===== src/sv/fles_pkg.sv =====
// Package for the flash log entry seek block.
// Widths, register indexes, end reasons, scan phases and reset values.
// No dependencies.
package fles_pkg;

    localparam int MAX_SECTOR_BYTES = 131072;
    localparam int MAX_CHUNK_BYTES  = 4096;

    localparam int OFF_W      = $clog2(MAX_SECTOR_BYTES) + 1;
    localparam int CHUNK_W    = $clog2(MAX_CHUNK_BYTES) + 1;
    localparam int CNT_W      = 17;
    localparam int SKIP_W     = 16;
    localparam int BYTE_W     = 8;
    localparam int REASON_W   = 2;
    localparam int CFG_IDX_W  = 2;
    localparam int CFG_DATA_W = OFF_W;
    localparam int LEN_W      = 15;
    localparam int LEN2_SHIFT = 7;

    localparam logic [BYTE_W-1:0] LEN2_FLAG    = 8'h80;
    localparam logic [BYTE_W-1:0] LEN1_MASK    = 8'h7F;
    localparam logic [1:0]        MARKER_BYTES = 2'd1;
    localparam logic [1:0]        PEEK_BYTES   = 2'd2;

    localparam logic [BYTE_W-1:0]  ERASE_RESET  = 8'hFF;
    localparam logic [OFF_W-1:0]   SECTOR_RESET = OFF_W'(4096);
    localparam logic [OFF_W-1:0]   START_RESET  = '0;
    localparam logic [CHUNK_W-1:0] CHUNK_RESET  = CHUNK_W'(256);

    typedef enum logic [CFG_IDX_W-1:0] {
        CFG_ERASE_VALUE  = 2'd0,
        CFG_SECTOR_SIZE  = 2'd1,
        CFG_START_OFFSET = 2'd2,
        CFG_CHUNK_SIZE   = 2'd3
    } cfg_idx_t;

    typedef enum logic [REASON_W-1:0] {
        END_TERMINATOR = 2'd0,
        END_SECTOR_END = 2'd1,
        END_TOO_FEW    = 2'd2,
        END_READ_FAIL  = 2'd3
    } end_reason_t;

    typedef enum logic [4:0] {
        PH_IDLE        = 5'b00001,
        PH_HEAD_FIRST  = 5'b00010,
        PH_HEAD_SECOND = 5'b00100,
        PH_SKIP        = 5'b01000,
        PH_HOP         = 5'b10000
    } phase_t;

    typedef struct packed {
        logic [BYTE_W-1:0]  erase_value;
        logic [OFF_W-1:0]   sector_size;
        logic [OFF_W-1:0]   start_offset;
        logic [CHUNK_W-1:0] chunk_size;
    } cfg_t;

endpackage


===== src/sv/fles_req_if.sv =====
// Input channel of the flash log entry seek block: one sector byte per beat.
// Depends on fles_pkg.
interface fles_req_if import fles_pkg::*; ();
    logic              valid;
    logic              ready;
    logic              start_seek;
    logic [BYTE_W-1:0] data_byte;
    logic              read_failed;

    modport source (output valid, start_seek, data_byte, read_failed, input ready);
    modport sink   (input valid, start_seek, data_byte, read_failed, output ready);
endinterface


===== src/sv/fles_rsp_if.sv =====
// Result channel of the flash log entry seek block: one beat per finished seek.
// Depends on fles_pkg.
interface fles_rsp_if import fles_pkg::*; ();
    logic                valid;
    logic                ready;
    logic [OFF_W-1:0]    final_offset;
    logic [CNT_W-1:0]    entry_count;
    logic [CNT_W-1:0]    read_count;
    logic [REASON_W-1:0] end_reason;

    modport source (output valid, final_offset, entry_count, read_count, end_reason,
                    input ready);
    modport sink   (input valid, final_offset, entry_count, read_count, end_reason,
                    output ready);
endinterface


===== src/sv/flash_log_entry_seek_top.sv =====
// Top level of the flash log entry seek block: input stage, scan state, result register.
// Depends on fles_pkg, fles_req_if, fles_rsp_if and fles_cfg.
//
// Stream the sector bytes from start_offset on, one per beat, the first with start_seek
// set; each byte passes through a single decode stage between the input register
// and the scan state, so a byte is accepted every cycle while the result side is free.
// The block splits the stream into read chunks, decodes each length header (XOR with the
// inverted erase value, one or two bytes), skips payload and marker, and returns one
// result beat when the seek ends: at an erased terminator, at the sector end, with fewer
// than two bytes left or a chunk size under two, or on a failed chunk read. A result
// waits in its own register; bytes that do not end a seek keep flowing behind it.
// Write configuration while no seek is running.
module flash_log_entry_seek_top import fles_pkg::*;
(
    input  logic                  clk,
    input  logic                  rst_n,
    input  logic                  cfg_we,
    input  logic [CFG_IDX_W-1:0]  cfg_index,
    input  logic [CFG_DATA_W-1:0] cfg_data,
    fles_req_if.sink              req,
    fles_rsp_if.source            rsp
);

    cfg_t cfg;

    fles_cfg u_cfg
    (
        .clk       (clk),
        .rst_n     (rst_n),
        .cfg_we    (cfg_we),
        .cfg_index (cfg_index),
        .cfg_data  (cfg_data),
        .cfg       (cfg)
    );

    function automatic logic [OFF_W-1:0] chunk_end(input logic [OFF_W-1:0]   cb,
                                                    input logic [OFF_W-1:0]   ss,
                                                    input logic [CHUNK_W-1:0] cs);
        logic [OFF_W-1:0] rem;
        logic [OFF_W-1:0] len;
        begin
            rem = ss - cb;
            len = (OFF_W'(cs) < rem) ? OFF_W'(cs) : rem;
            chunk_end = (cb >= ss) ? cb : cb + len;
        end
    endfunction

    logic               s1_valid_reg;
    logic               s1_start_reg;
    logic [BYTE_W-1:0]  s1_byte_reg;
    logic               s1_rf_reg;

    phase_t             phase_reg, phase_next;
    logic [OFF_W-1:0]   pos_reg, pos_next;
    logic [OFF_W-1:0]   cb_reg, cb_next;
    logic [OFF_W-1:0]   eb_reg, eb_next;
    logic [SKIP_W-1:0]  skip_reg, skip_next;
    logic [BYTE_W-1:0]  held_reg, held_next;
    logic [CNT_W-1:0]   ent_reg, ent_next;
    logic [CNT_W-1:0]   rd_reg, rd_next;
    logic               pend_reg, pend_next;

    logic               ov_reg;
    logic [OFF_W-1:0]   out_off_reg;
    logic [CNT_W-1:0]   out_ent_reg;
    logic [CNT_W-1:0]   out_rd_reg;
    end_reason_t        out_reason_reg;

    logic               fin;
    logic [OFF_W:0]     fin_off;
    end_reason_t        fin_reason;
    logic               s1_adv;
    logic               req_accept;

    logic               start_past;
    phase_t             ph;
    logic               pend;
    logic [CNT_W-1:0]   ent;
    logic [CNT_W-1:0]   rd;
    logic [OFF_W-1:0]   p;
    logic [OFF_W:0]     p1;
    logic [OFF_W:0]     ss_x;
    logic [OFF_W-1:0]   cb_end;
    logic [OFF_W:0]     cb_end_x;
    logic               open_now;
    logic               short_chunk;
    logic [BYTE_W-1:0]  not_ev;
    logic [BYTE_W-1:0]  b0;
    logic [BYTE_W-1:0]  b1;
    logic               two_byte;
    logic [LEN_W-1:0]   len;
    logic [SKIP_W-1:0]  total;
    logic [OFF_W:0]     target;
    logic [OFF_W-1:0]   rem;
    logic [SKIP_W-1:0]  skip_dec;

    always_comb
    begin
        start_past = s1_start_reg && (cfg.start_offset >= cfg.sector_size);
        ph   = s1_start_reg ? PH_HEAD_FIRST : phase_reg;
        pend = s1_start_reg ? 1'b1 : pend_reg;
        ent  = s1_start_reg ? '0 : ent_reg;
        rd   = s1_start_reg ? '0 : rd_reg;
        p    = s1_start_reg ? cfg.start_offset : pos_reg;
        p1   = {1'b0, p} + 1'b1;
        ss_x = {1'b0, cfg.sector_size};

        cb_end   = chunk_end(cb_reg, cfg.sector_size, cfg.chunk_size);
        cb_end_x = {1'b0, cb_end};
        open_now = pend || (p1 >= cb_end_x);
        short_chunk = (({1'b0, p} + 2'd2) > ss_x) || (cfg.chunk_size < CHUNK_W'(PEEK_BYTES));

        not_ev   = ~cfg.erase_value;
        b0       = held_reg ^ not_ev;
        b1       = s1_byte_reg ^ not_ev;
        two_byte = (b0 & LEN2_FLAG) != '0;
        len      = two_byte ? ((LEN_W'(b1) << LEN2_SHIFT) | LEN_W'(b0 & LEN1_MASK))
                            : LEN_W'(b0);
        total    = SKIP_W'(len) + SKIP_W'(two_byte ? PEEK_BYTES : 2'd1) + SKIP_W'(MARKER_BYTES);
        target   = {1'b0, eb_reg} + (OFF_W+1)'(total);
        rem      = (cb_end > eb_reg) ? (cb_end - eb_reg) : '0;
        skip_dec = skip_reg - SKIP_W'(skip_reg != '0);

        phase_next = ph;
        pos_next   = (ph == PH_IDLE) ? p : p1[OFF_W-1:0];
        cb_next    = cb_reg;
        eb_next    = eb_reg;
        skip_next  = skip_reg;
        held_next  = held_reg;
        ent_next   = ent;
        rd_next    = rd;
        pend_next  = pend;
        fin        = 1'b0;
        fin_off    = {1'b0, p};
        fin_reason = END_SECTOR_END;

        if (start_past)
        begin
            pos_next = p;
            fin      = 1'b1;
        end
        else
        begin
            case (ph)
                PH_HEAD_FIRST:
                begin
                    if (open_now)
                    begin
                        cb_next   = p;
                        rd_next   = rd + 1'b1;
                        pend_next = 1'b0;
                        if (s1_rf_reg)
                        begin
                            fin        = 1'b1;
                            fin_reason = END_READ_FAIL;
                        end
                        else if (short_chunk)
                        begin
                            fin        = 1'b1;
                            fin_reason = END_TOO_FEW;
                        end
                    end
                    eb_next    = p;
                    held_next  = s1_byte_reg;
                    phase_next = PH_HEAD_SECOND;
                end
                PH_HEAD_SECOND:
                begin
                    if (held_reg == cfg.erase_value && s1_byte_reg == cfg.erase_value)
                    begin
                        fin        = 1'b1;
                        fin_off    = {1'b0, eb_reg};
                        fin_reason = END_TERMINATOR;
                    end
                    else if (OFF_W'(total) > rem)
                    begin
                        if (target >= ss_x)
                        begin
                            fin     = 1'b1;
                            fin_off = ss_x;
                        end
                        else if (target <= p1)
                        begin
                            phase_next = PH_HEAD_FIRST;
                            pend_next  = 1'b1;
                        end
                        else
                        begin
                            skip_next  = SKIP_W'(target - p1);
                            phase_next = PH_HOP;
                        end
                    end
                    else
                    begin
                        ent_next = ent + 1'b1;
                        if (target <= p1)
                        begin
                            phase_next = PH_HEAD_FIRST;
                            if (p1 >= cb_end_x)
                            begin
                                if (p1 >= ss_x)
                                begin
                                    fin     = 1'b1;
                                    fin_off = p1;
                                end
                                else
                                begin
                                    pend_next = 1'b1;
                                end
                            end
                        end
                        else
                        begin
                            skip_next  = SKIP_W'(target - p1);
                            phase_next = PH_SKIP;
                        end
                    end
                end
                PH_SKIP:
                begin
                    skip_next = skip_dec;
                    if (skip_dec == '0)
                    begin
                        phase_next = PH_HEAD_FIRST;
                        if (p1 >= cb_end_x)
                        begin
                            if (p1 >= ss_x)
                            begin
                                fin     = 1'b1;
                                fin_off = p1;
                            end
                            else
                            begin
                                pend_next = 1'b1;
                            end
                        end
                    end
                end
                PH_HOP:
                begin
                    skip_next = skip_dec;
                    if (skip_dec == '0)
                    begin
                        phase_next = PH_HEAD_FIRST;
                        pend_next  = 1'b1;
                    end
                end
                default:
                begin
                    phase_next = ph;
                end
            endcase
        end

        if (fin)
        begin
            phase_next = PH_IDLE;
            pend_next  = 1'b0;
        end
    end

    assign s1_adv     = s1_valid_reg && (!fin || !ov_reg || rsp.ready);
    assign req.ready  = !s1_valid_reg || s1_adv;
    assign req_accept = req.valid && req.ready;

    always_ff @(posedge clk or negedge rst_n)
    begin
        if (!rst_n)
        begin
            s1_valid_reg <= 1'b0;
        end
        else if (req_accept)
        begin
            s1_valid_reg <= 1'b1;
        end
        else if (s1_adv)
        begin
            s1_valid_reg <= 1'b0;
        end
    end

    always_ff @(posedge clk)
    begin
        if (req_accept)
        begin
            s1_start_reg <= req.start_seek;
            s1_byte_reg  <= req.data_byte;
            s1_rf_reg    <= req.read_failed;
        end
    end

    always_ff @(posedge clk or negedge rst_n)
    begin
        if (!rst_n)
        begin
            phase_reg <= PH_IDLE;
            pos_reg   <= '0;
            cb_reg    <= '0;
            eb_reg    <= '0;
            skip_reg  <= '0;
            held_reg  <= '0;
            ent_reg   <= '0;
            rd_reg    <= '0;
            pend_reg  <= 1'b0;
        end
        else if (s1_adv)
        begin
            phase_reg <= phase_next;
            pos_reg   <= pos_next;
            cb_reg    <= cb_next;
            eb_reg    <= eb_next;
            skip_reg  <= skip_next;
            held_reg  <= held_next;
            ent_reg   <= ent_next;
            rd_reg    <= rd_next;
            pend_reg  <= pend_next;
        end
    end

    always_ff @(posedge clk or negedge rst_n)
    begin
        if (!rst_n)
        begin
            ov_reg <= 1'b0;
        end
        else if (s1_adv && fin)
        begin
            ov_reg <= 1'b1;
        end
        else if (rsp.ready)
        begin
            ov_reg <= 1'b0;
        end
    end

    always_ff @(posedge clk)
    begin
        if (s1_adv && fin)
        begin
            out_off_reg    <= fin_off[OFF_W-1:0];
            out_ent_reg    <= ent_next;
            out_rd_reg     <= rd_next;
            out_reason_reg <= fin_reason;
        end
    end

    assign rsp.valid        = ov_reg;
    assign rsp.final_offset = out_off_reg;
    assign rsp.entry_count  = out_ent_reg;
    assign rsp.read_count   = out_rd_reg;
    assign rsp.end_reason   = out_reason_reg;

`ifndef SYNTH
    a_fin_goes_idle: assert property (@(posedge clk) disable iff (!rst_n)
        s1_adv && fin |=> phase_reg == PH_IDLE)
        else $error("seek end did not return the scan to idle");

    a_skip_nonzero: assert property (@(posedge clk) disable iff (!rst_n)
        (phase_reg == PH_SKIP || phase_reg == PH_HOP) |-> skip_reg != '0)
        else $error("skip phase with an empty skip count");

    a_pend_in_head: assert property (@(posedge clk) disable iff (!rst_n)
        pend_reg |-> phase_reg == PH_HEAD_FIRST)
        else $error("chunk open pending outside the first header byte");

    a_no_drop: assert property (@(posedge clk) disable iff (!rst_n)
        ov_reg && !rsp.ready |=> ov_reg)
        else $error("result beat dropped while stalled");
`endif

endmodule


===== src/sv/fles_cfg.sv =====
// Configuration register file of the flash log entry seek block.
// Depends on fles_pkg.
module fles_cfg import fles_pkg::*;
(
    input  logic                  clk,
    input  logic                  rst_n,
    input  logic                  cfg_we,
    input  logic [CFG_IDX_W-1:0]  cfg_index,
    input  logic [CFG_DATA_W-1:0] cfg_data,
    output cfg_t                  cfg
);

    cfg_t cfg_reg;

    always_ff @(posedge clk or negedge rst_n)
    begin
        if (!rst_n)
        begin
            cfg_reg.erase_value  <= ERASE_RESET;
            cfg_reg.sector_size  <= SECTOR_RESET;
            cfg_reg.start_offset <= START_RESET;
            cfg_reg.chunk_size   <= CHUNK_RESET;
        end
        else if (cfg_we)
        begin
            case (cfg_idx_t'(cfg_index))
                CFG_ERASE_VALUE:  cfg_reg.erase_value  <= cfg_data[BYTE_W-1:0];
                CFG_SECTOR_SIZE:  cfg_reg.sector_size  <= cfg_data[OFF_W-1:0];
                CFG_START_OFFSET: cfg_reg.start_offset <= cfg_data[OFF_W-1:0];
                CFG_CHUNK_SIZE:   cfg_reg.chunk_size   <= cfg_data[CHUNK_W-1:0];
                default:          cfg_reg              <= cfg_reg;
            endcase
        end
    end

    assign cfg = cfg_reg;

endmodule

===== src/flat_wrapper.sv =====
// flat-port wrapper written by rule: the top's interface ports become plain ports
module flash_log_entry_seek_top_flat import fles_pkg::*;
  (clk, rst_n, cfg_we, cfg_index, cfg_data, req_valid, req_start_seek, req_data_byte, req_read_failed, req_ready, rsp_valid, rsp_final_offset, rsp_entry_count, rsp_read_count, rsp_end_reason, rsp_ready);
  fles_req_if req_i ();
  fles_rsp_if rsp_i ();
  input  logic clk;
  input  logic rst_n;
  input  logic cfg_we;
  input  logic [CFG_IDX_W-1:0] cfg_index;
  input  logic [CFG_DATA_W-1:0] cfg_data;
  input wire logic [$bits(req_i.valid)-1:0] req_valid;
  input wire logic [$bits(req_i.start_seek)-1:0] req_start_seek;
  input wire logic [$bits(req_i.data_byte)-1:0] req_data_byte;
  input wire logic [$bits(req_i.read_failed)-1:0] req_read_failed;
  output wire logic [$bits(req_i.ready)-1:0] req_ready;
  output wire logic [$bits(rsp_i.valid)-1:0] rsp_valid;
  output wire logic [$bits(rsp_i.final_offset)-1:0] rsp_final_offset;
  output wire logic [$bits(rsp_i.entry_count)-1:0] rsp_entry_count;
  output wire logic [$bits(rsp_i.read_count)-1:0] rsp_read_count;
  output wire logic [$bits(rsp_i.end_reason)-1:0] rsp_end_reason;
  input wire logic [$bits(rsp_i.ready)-1:0] rsp_ready;
  assign req_i.valid = req_valid;
  assign req_i.start_seek = req_start_seek;
  assign req_i.data_byte = req_data_byte;
  assign req_i.read_failed = req_read_failed;
  assign req_ready = req_i.ready;
  assign rsp_valid = rsp_i.valid;
  assign rsp_final_offset = rsp_i.final_offset;
  assign rsp_entry_count = rsp_i.entry_count;
  assign rsp_read_count = rsp_i.read_count;
  assign rsp_end_reason = rsp_i.end_reason;
  assign rsp_i.ready = rsp_ready;
  flash_log_entry_seek_top u_core (.clk(clk), .rst_n(rst_n), .cfg_we(cfg_we), .cfg_index(cfg_index), .cfg_data(cfg_data), .req(req_i), .rsp(rsp_i));
endmodule

===== config.mk =====
export PLATFORM = sky130hd
export DESIGN_NAME = flash_log_entry_seek_top_flat
export DESIGN_NICKNAME = d
export VERILOG_FILES = /design/src/sv/fles_pkg.sv /design/src/sv/fles_req_if.sv /design/src/sv/fles_rsp_if.sv /design/src/sv/flash_log_entry_seek_top.sv /design/src/sv/fles_cfg.sv /design/src/flat_wrapper.sv
export SDC_FILE = /design/constraint.sdc
export NUM_CORES = 1
export LEC_CHECK = 0
export BUFFER_PORTS_ARGS = -buffer_cell sky130_fd_sc_hd__buf_2
export CORE_AREA = 2 2 177 266
export DETAILED_ROUTE_END_ITERATION = 8
export DIE_AREA = 0 0 179 268
export SLEW_MARGIN = 20
export SYNTH_ARGS = -nofsm -noshare
export SYNTH_HDL_FRONTEND = slang
export SYNTH_SLANG_ARGS = --single-unit

===== constraint.sdc =====
create_clock -name clk -period 37.9 [get_ports clk]
set_input_delay 1.895 -clock clk [delete_from_list [all_inputs] [get_ports clk]]
set_output_delay 1.895 -clock clk [all_outputs]
set_load 0.05 [all_outputs]

==> run_results.csv <==
group,metric,value,unit
outcome,status,"complete, no violations",
cts,cts_setup_buffers,0,
routing,totalWireLength,69400,um
floorplanning,die_area,0.0480,mm2
sta,maxSlewViolCount,0,
placed_design,gp_congestion,0.982,
worst_hold_path,whs_path_depth,2,
synthesis,synth_edf_count,64,
routing,ant_nets,0,
global_route,grt_usage,29.2,%
floorplanning,die_h,268,um
cts,numCtsBuffers,27,
sta,clock_skew,0.0256,ns
cts,cts_resized,0,
sta,slew_headroom,34.4,%
routing,vias_per_cell,5.97,
worst_hold_path,hold-path-endpoint,"u_core.pos_reg[17]",
synthesis,syn_area,0.0203,mm2
cells_and_area,fillCellCount,4333,
global_route,grt_remaining_overflow,0,
setup_path,cp-startpoint,"u_core.u_cfg.cfg[31]",
worst_hold_path,hold_class,"reg -> reg",
sta,post-route-min-period,14.71,ns
setup_path,reg2reg_to,"u_core.rsp.final_offset[8]",
cells_and_area,nets,2596,
synthesis,synth-seq-cells,241,
cells_and_area,regArea,0.00636,mm2
sta,fmax,68.0,MHz
synthesis,avgSynthCellArea,9.03,um2
setup_path,critPathMaxStageDelay,0.73,ns
routing,routed-via-count,17600,
cells_and_area,antennaDiodeCount,0,
global_route,antenna_found_initial,0,
setup_path,critPathKind,"reg -> out",
floorplanning,rows,96,
cts,clock-sinks,241,
synthesis,syn_inst,2252,
sta,tightestPinTransition,0.974,ns
synthesis,synth_seq_area_share,31.3,%
setup_path,crit_top_cell,"ha_1",
setup_path,r2r_cells,52,
global_route,grt_pass1_vias,17600,
synthesis,ys_types,105,
global_route,grt_pass1_wl,105000,um
synthesis,synth_area_leaders,"dfrtp_1, ha_1, edfxtp_1",
routing,drc,0,
cells_and_area,largest_reg_flops,57,
setup_path,critical_path.endpoint_type,"output pin",
setup_path,critPathArrivalTime,12.82,ns
worst_hold_path,worst_hold_startpoint,"u_core.pos_reg[17]",
placed_design,port_buffers,90,
cts,cts_root_buf,"clkbuf_16",
synthesis,synth_top_flop_cell,"dfrtp_1",
sta,finalHoldViolations,0,
synthesis,yosys-top-cells-count,"ha_1, nand2_1, dfrtp_1",
cells_and_area,drive_above_1_share,13.8,%
setup_path,critPathSlowestCell,"a311oi_1",
sta,worst_hold_slack,0.483,ns
synthesis,async_flop_share,73.4,%
synthesis,yosysMostFrequentCell,"ha_1",
cts,clk_pin_slew,0.06,ns
floorplanning,dieWidth,179,um
placed_design,dp.final_hpwl,54700,um
setup_path,worstPathRequired,36.00,ns
synthesis,yosys.area.top_type_share,20.4,%
sta,setup_viol,0,
sta,rsz0062_at_grt,"false",
floorplanning,core_area,0.0455,mm2
synthesis,yosysWarnings,0,
sta,fin_crit_sh,38.8,%
routing,drtIter0Drc,1095,
flow_run,drv_cap,0,
floorplanning,start_util,44.7,%
cells_and_area,multi_input_area,0.0131,mm2
cts,clock_latency,0.59,ns
synthesis,yosysTopAreaCell,"dfrtp_1",
cts,cts_htree_levels,1,
setup_path,reg2reg_slack,24.73,ns
cts,tritoncts,"done",
cells_and_area,syn2layout_area_growth,10.4,%
global_route,grt_max_degree,115,
sta,final.setup.tns,0,ns
setup_path,cp_max_fo,18,
setup_path,setup.worst_path.start_class,"flip-flop",
routing,dr.pass1.iters,5,
setup_path,rr_startpoint,"u_core.u_cfg.cfg[31]",
routing,wl_per_cell,23.5,um
cts,cts_hold_buffers,0,
floorplanning,ios,91,
cts,cts_buffer_depth,3,
-- critical path: cells and delay by family (launching register included) --
| family | cells | cell delay, ns |
|---|---|---|
| compound gates | 24 | 6.34 |
| fa+ha+maj | 7 | 2.00 |
| simple gates | 12 | 1.89 |
| buf+inv | 4 | 0.72 |
| flops | 1 | 0.53 |
| mux | 2 | 0.39 |
| xor+xnor | 2 | 0.35 |
-- worst max-delay path by stage --
stage          slack, ns                       end
6_report           23.19                 req_ready
5_1_grt            22.35                 req_ready
4_1_cts            22.97                 req_ready
3_5_place_dp       23.63                 req_ready
3_3_place_gp       24.03                 req_ready
2_1_floorplan      25.55  u_core.rsp.end_reason[0]
-- kinds of logic after synthesis --
family	Yosys count	synth area share, %
AOI/OAI and AO/OA	554	17.6
DFF	241	31.3
muxes	148	8.05
buffers and inverters	225	4.72
and+or+nand+nor	681	16.7
other	1	0.0184
adders and majority gates	221	13.8
xor gates and xnor gates	181	7.83
-- area by class of cell --
cell class / instances / area share, %
multi-input combinational: 1789 / 58.1
sequential: 241 / 28.3
inverter: 150 / 2.51
clock buffer: 36 / 3.34
tap: 588 / 3.28
clock inverter: 14 / 0.786
timing repair buffer: 131 / 3.59
-- cell usage in the layout (no fill, tap or decap), types with 14 or more instances in the layout --
cell / synthesis / final
ha_1: 215 / 215
nand2_1: 193 / 193
dfrtp_1: 166 / 166
o21ai_0: 161 / 161
nor2_1: 162 / 161
inv_1: 146 / 146
a21oi_1: 138 / 138
xnor2_1: 118 / 118
mux2_2: 90 / 90
buf_2: 17 / 89
nand3_1: 66 / 66
edfxtp_1: 64 / 64
xor2_1: 62 / 62
nor2b_1: 39 / 39
mux2i_1: 39 / 39
buf_4: 2 / 39
nor3_1: 36 / 36
a21o_1: 33 / 33
nand4_1: 33 / 33
clkbuf_16: 0 / 28
nor4_1: 24 / 24
or3_1: 22 / 22
nand2b_1: 21 / 21
o21a_1: 20 / 20
o211ai_1: 20 / 20
a211oi_1: 18 / 18
and2_1: 14 / 14
-- stage by stage --
| step | std cells | setup WS [ns] | util (%) | instance area [um2] |
|---|---|---|---|---|
| 3_5_place_dp | 2897 | 23.63 | 47.1 | 21500 |
| 3_3_place_gp | 2897 | 24.03 | 47.1 | 21500 |
| 6_report | 2949 | 23.19 | 49.3 | 22500 |
| 4_1_cts | 2947 | 22.97 | 49.2 | 22400 |
| 2_1_floorplan | 2255 | 25.55 | - | 20300 |
| 5_1_grt | 2949 | 22.35 | 49.3 | 22500 |
-- per-layer routing --
metal	track usage (%)	wire length (um)
met4	20.6	5680
met1	32.7	26500
met5	0	0
met2	51.4	34300
met3	2.72	2960
Power is not shown: default switching activity piles up to over one toggle a cycle in this logic, so the estimate is an artifact.
